$ cat src/rtl/e2q_pkg.sv
// Package for the Euler to quaternion block: constants, CORDIC arctangent table.
// No dependencies.
`default_nettype none
package e2q_pkg;
    localparam int ANGLE_WIDTH_D   = 24;
    localparam int OUT_WIDTH_D     = 16;
    localparam int CORDIC_STAGES_D = 16;
    localparam int CW              = 34;   // CORDIC x/y width, Q2.30 plus guard
    localparam int ZW              = 33;   // binary angle width plus sign
    localparam logic [31:0] MUL_RAD  = 32'd2734261102;
    localparam logic [31:0] MUL_DEG  = 32'd47721859;
    localparam logic [CW-1:0] GAIN_Q30 = CW'(652032874);

    typedef enum logic {UNIT_RAD = 1'b0, UNIT_DEG = 1'b1} t_unit;

    function automatic logic [31:0] atan_turn(input int i);
        logic [31:0] t [32];
        t = '{32'd536870912, 32'd316933406, 32'd167458907, 32'd85004756,
              32'd42667331, 32'd21354465, 32'd10679838, 32'd5340245,
              32'd2670163, 32'd1335087, 32'd667544, 32'd333772, 32'd166886,
              32'd83443, 32'd41722, 32'd20861, 32'd10430, 32'd5215, 32'd2608,
              32'd1304, 32'd652, 32'd326, 32'd163, 32'd81, 32'd41, 32'd20,
              32'd10, 32'd5, 32'd3, 32'd1, 32'd1, 32'd0};
        return t[i[4:0]];
    endfunction
endpackage
`default_nettype wire

$ cat src/rtl/e2q_cell.sv
// One CORDIC rotation cell: a registered micro-rotation for three angles.
// Depends on e2q_pkg.
`default_nettype none
module e2q_cell #(
    parameter int STAGE = 0
) (
    input  wire logic                   i_clk,
    input  wire logic                   i_en,
    input  wire logic [3*e2q_pkg::CW-1:0] i_x,
    input  wire logic [3*e2q_pkg::CW-1:0] i_y,
    input  wire logic [3*e2q_pkg::ZW-1:0] i_z,
    input  wire logic [2:0]             i_neg,
    output logic [3*e2q_pkg::CW-1:0]     o_x,
    output logic [3*e2q_pkg::CW-1:0]     o_y,
    output logic [3*e2q_pkg::ZW-1:0]     o_z,
    output logic [2:0]                   o_neg
);
    import e2q_pkg::*;
    localparam logic signed [ZW-1:0] ATN = ZW'(atan_turn(STAGE));
    logic [3*CW-1:0] n_x, n_y;
    logic [3*ZW-1:0] n_z;

    // Rotate each lane toward zero residual angle.
    always_comb begin
        for (int k = 0; k < 3; k++) begin
            logic signed [CW-1:0] x, y;
            logic signed [ZW-1:0] z;
            x = i_x[k*CW +: CW];
            y = i_y[k*CW +: CW];
            z = i_z[k*ZW +: ZW];
            if (!z[ZW-1]) begin
                n_x[k*CW +: CW] = x - (y >>> STAGE);
                n_y[k*CW +: CW] = y + (x >>> STAGE);
                n_z[k*ZW +: ZW] = z - ATN;
            end else begin
                n_x[k*CW +: CW] = x + (y >>> STAGE);
                n_y[k*CW +: CW] = y - (x >>> STAGE);
                n_z[k*ZW +: ZW] = z + ATN;
            end
        end
    end

    always_ff @(posedge i_clk) begin
        if (i_en) begin
            o_x <= n_x;
            o_y <= n_y;
            o_z <= n_z;
            o_neg <= i_neg;
        end
    end
endmodule
`default_nettype wire

$ cat config.mk
export PLATFORM = sky130hd
export DESIGN_NAME = e2q_cell
export DESIGN_NICKNAME = d
export VERILOG_FILES = /design/src/rtl/e2q_pkg.sv /design/src/rtl/e2q_cell.sv
export SDC_FILE = /design/constraint.sdc
export NUM_CORES = 1
export LEC_CHECK = 0
export BUFFER_PORTS_ARGS = -buffer_cell sky130_fd_sc_hd__buf_4
export CORE_MARGIN = 5
export CORE_UTILIZATION = 50
export DETAILED_ROUTE_END_ITERATION = 8
export HOLD_SLACK_MARGIN = 0.05
export PLACE_DENSITY = 0.86
export RECOVER_POWER = 25
export SLEW_MARGIN = 40
export SYNTH_ARGS = -nofsm -noshare
export SYNTH_HDL_FRONTEND = slang
export SYNTH_SLANG_ARGS = --single-unit
$ cat constraint.sdc
create_clock -name i_clk -period 3.6 [get_ports i_clk]
set_input_delay 0.54 -clock i_clk [delete_from_list [all_inputs] [get_ports i_clk]]
set_output_delay 0.54 -clock i_clk [all_outputs]
set_load 0.02 [all_outputs]
==> reports/metrics.csv <==
stage,metric,value,unit
outcome,status,"finished, violations left",
outcome,violations,"max-capacitance violations, max-slew violations",
place,gp_congestion,1.00,
drt,wire_per_inst,21.3,um
hold_path,hold_class,input pin to register,
yosys,synth_fp_nets,3509,
worst_setup_path,worstSetupStartpointType,input pin,
yosys,synthArstFlopShare,0,
drt,drt_iter0_markers,2642,
drt,dr.pass1.iters,8,
yosys,yosysUniqueCellTypes,85,
yosys,synth_top_area_share,0.351,
worst_setup_path,crit_arrival,3.62,ns
place,place_inst,4290,
die,start_util,0.505,
yosys,synth_edf_count,303,
yosys,ys_seq_elements,303,
yosys,syn_inst,2883,
place,post_dp_cell_area,32700,sq um
layout,n_fill_cell,4100,
layout,instances_no_fill,4365,
yosys,synth_area_leader_cell,edfxtp_1,
layout,multi_input_area,15100,sq um
yosys,avgSynthCellArea,8.98,sq um
clocking,cts_tree,done,
clocking,clock-sinks,303,
clocking,clockBufferDepth,3,
hold_path,whs_endpoint,o_z[44],
timing,max_slew_margin,-0.448,
drt,dr_total_vias,25400,
timing,rsz0062_at_grt,false,
yosys,ys_top_cells_by_area,"edfxtp_1, ha_1, a21oi_1",
die,die_area,56400,sq um
layout,area_delta_synth_final,31.3,%
global_route,antenna_found_initial,9,
global_route,grt_max_degree,80,
global_route,grt_pass1_wl,141000,um
hold_path,holdPathStages,1,
yosys,ys.flop_type,edfxtp_1,
timing,final.setup.tns,0,ns
timing,drv_slew,78,
yosys,synth.cell_area,25900,sq um
worst_setup_path,critical_path_class,input pin to register,
place,post-dp-hpwl,74200,um
pwr,p_leak,15.7,nW
global_route,overflow,0,
die,core-area,51300,sq um
yosys,yosysWarnings,0,
pwr,ir_worst_vdd,378,uV
die,ios,614,
clocking,htree_levels,2,
timing,setup_viol_count_final,0,
layout,regArea,9100,sq um
die,rows,83,
worst_setup_path,endpoint_kind,register,
yosys,yosysMostFrequentCell,a21oi_1,
worst_setup_path,critical_path_peak_fanout,4,
timing,tightest_slew,2.17,ns
timing,fmax,0.300,GHz
global_route,grt_pass1_vias,25100,
drt,ant_nets,0,
worst_setup_path,required,3.89,ns
hold_path,min_from,i_z[44],
yosys,synth_seq_area_share,0.351,
clocking,post_cts_buffers,0,
pwr,power,14.3,mW
clocking,clockRootBuffer,clkbuf_16,
pwr,power.density,421,nW/um^2
layout,fin_nets,4276,
clocking,clk_pin_slew,0.06,ns
timing,hold-worst-slack,0.168,ns
drt,viasPerCell,5.81,
drt,routed_wl,93100,um
place,io_buffers,613,
drt,route.detailed.drc,0,
global_route,grt_usage,0.312,
layout,layout-drive-gt1-share,0.258,
die,die_w,238,um
timing,hold_viol,0,
layout,finalInstanceArea,34000,sq um
die,die_y,238,um
flow_run,cap_viol_max_count,1,
clocking,cts_buffers,38,
timing,fin_crit_sh,0.925,
yosys,synthTopCellsByCount,"a21oi_1, ha_1, inv_1, edfxtp_1, nor2_1",
timing,fin_crit,3.33,ns
## stage by stage
step,setup WS (ns),utilization
2_1_floorplan,0.132,-
3_3_place_gp,-0.291,0.637
3_5_place_dp,-0.463,0.638
4_1_cts,0.0854,0.664
5_1_grt,0.0866,0.663
6_report,0.270,0.663
## per-layer routing
layer / part of all wire / vias to the layer above / track usage
met1: 0.38 / 11900 / 0.382
met3: 0.084 / 267 / 0.0628
met2: 0.48 / 1386 / 0.533
li1: - / 11800 / -
met4: 0.054 / 2 / 0.144
met5: 0.00014 / - / 0
## layout by cell type, fill, tap and decap left out, drive strengths merged, types with 129 or more instances in the layout
cell type  Yosys  layout
buf           29     754
nand2        129     129
xnor2        165     165
inv          314     319
ha           306     306
a21oi        349     349
edfxtp       303     303
nor2         250     250
o21ai        189     189
clkbuf        98     145
## how the worst max path moves through the flow
stage | startpoint | cells after the start | endpoint
after floorplan | i_x[34] | 12 | o_y[64]
after CTS | i_x[34] | 15 | o_y[60]
after detailed placement | i_x[34] | 15 | o_y[60]
after global routing | i_x[0] | 13 | o_y[32]
after global placement | i_x[34] | 15 | o_y[54]
final | i_x[35] | 15 | o_y[63]
## report_power, final
part | internal [mW] | switching [mW] | total (mW)
clock network | 2.52 | 1.63 | 4.15
logic | 2.24 | 3.15 | 5.39
registers | 4.56 | 0.209 | 4.77
## logic make-up after synthesis
group                      after synthesis  share of synthesized area
AOI/OAI and AO/OA                      933                      0.226
and+or+nand+nor                        642                      0.116
buffers and inverters                  445                     0.0653
adders and majority gates              318                      0.157
DFF                                    303                      0.351
xor gates and xnor gates               198                     0.0670
muxes                                   44                     0.0171
## critical path: stages
cell	delay, ns
buf_4	0.10
buf_4	0.14
inv_1	0.07
ha_1	0.33
nor2b_1	0.28
o31ai_1	0.15
a21oi_1	0.35
a21oi_1	0.18
o31ai_1	0.42
a21oi_1	0.17
o21ai_0	0.30
buf_4	0.18
nor2b_1	0.13
o32ai_1	0.12
xnor2_1	0.16
## registers in the layout, summed over array words and instances (netlist names)
signal / flops
o_y: 101
o_z: 99
o_neg: 3
o_x: 100
## area by class of cell
cell class                      instances  share of cell area
Multi-Input combinational cell       2135               0.445
Sequential cell                       303               0.268
Timing Repair Buffer                  854               0.188
Inverter                              318              0.0352
Clock buffer                           45              0.0306
Tap cell                              680              0.0250
Clock inverter                         24             0.00883
Antenna cell                            6            0.000442
## what timing repair did
item | 4_1_cts | 5_1_grt
resized for setup | 0 | 1
hold buffers | 0 | 0
setup endpoints to repair | 0 | 2
endpoints found under the hold margin | 0 | 0
Power figures use the tool's default switching activity.
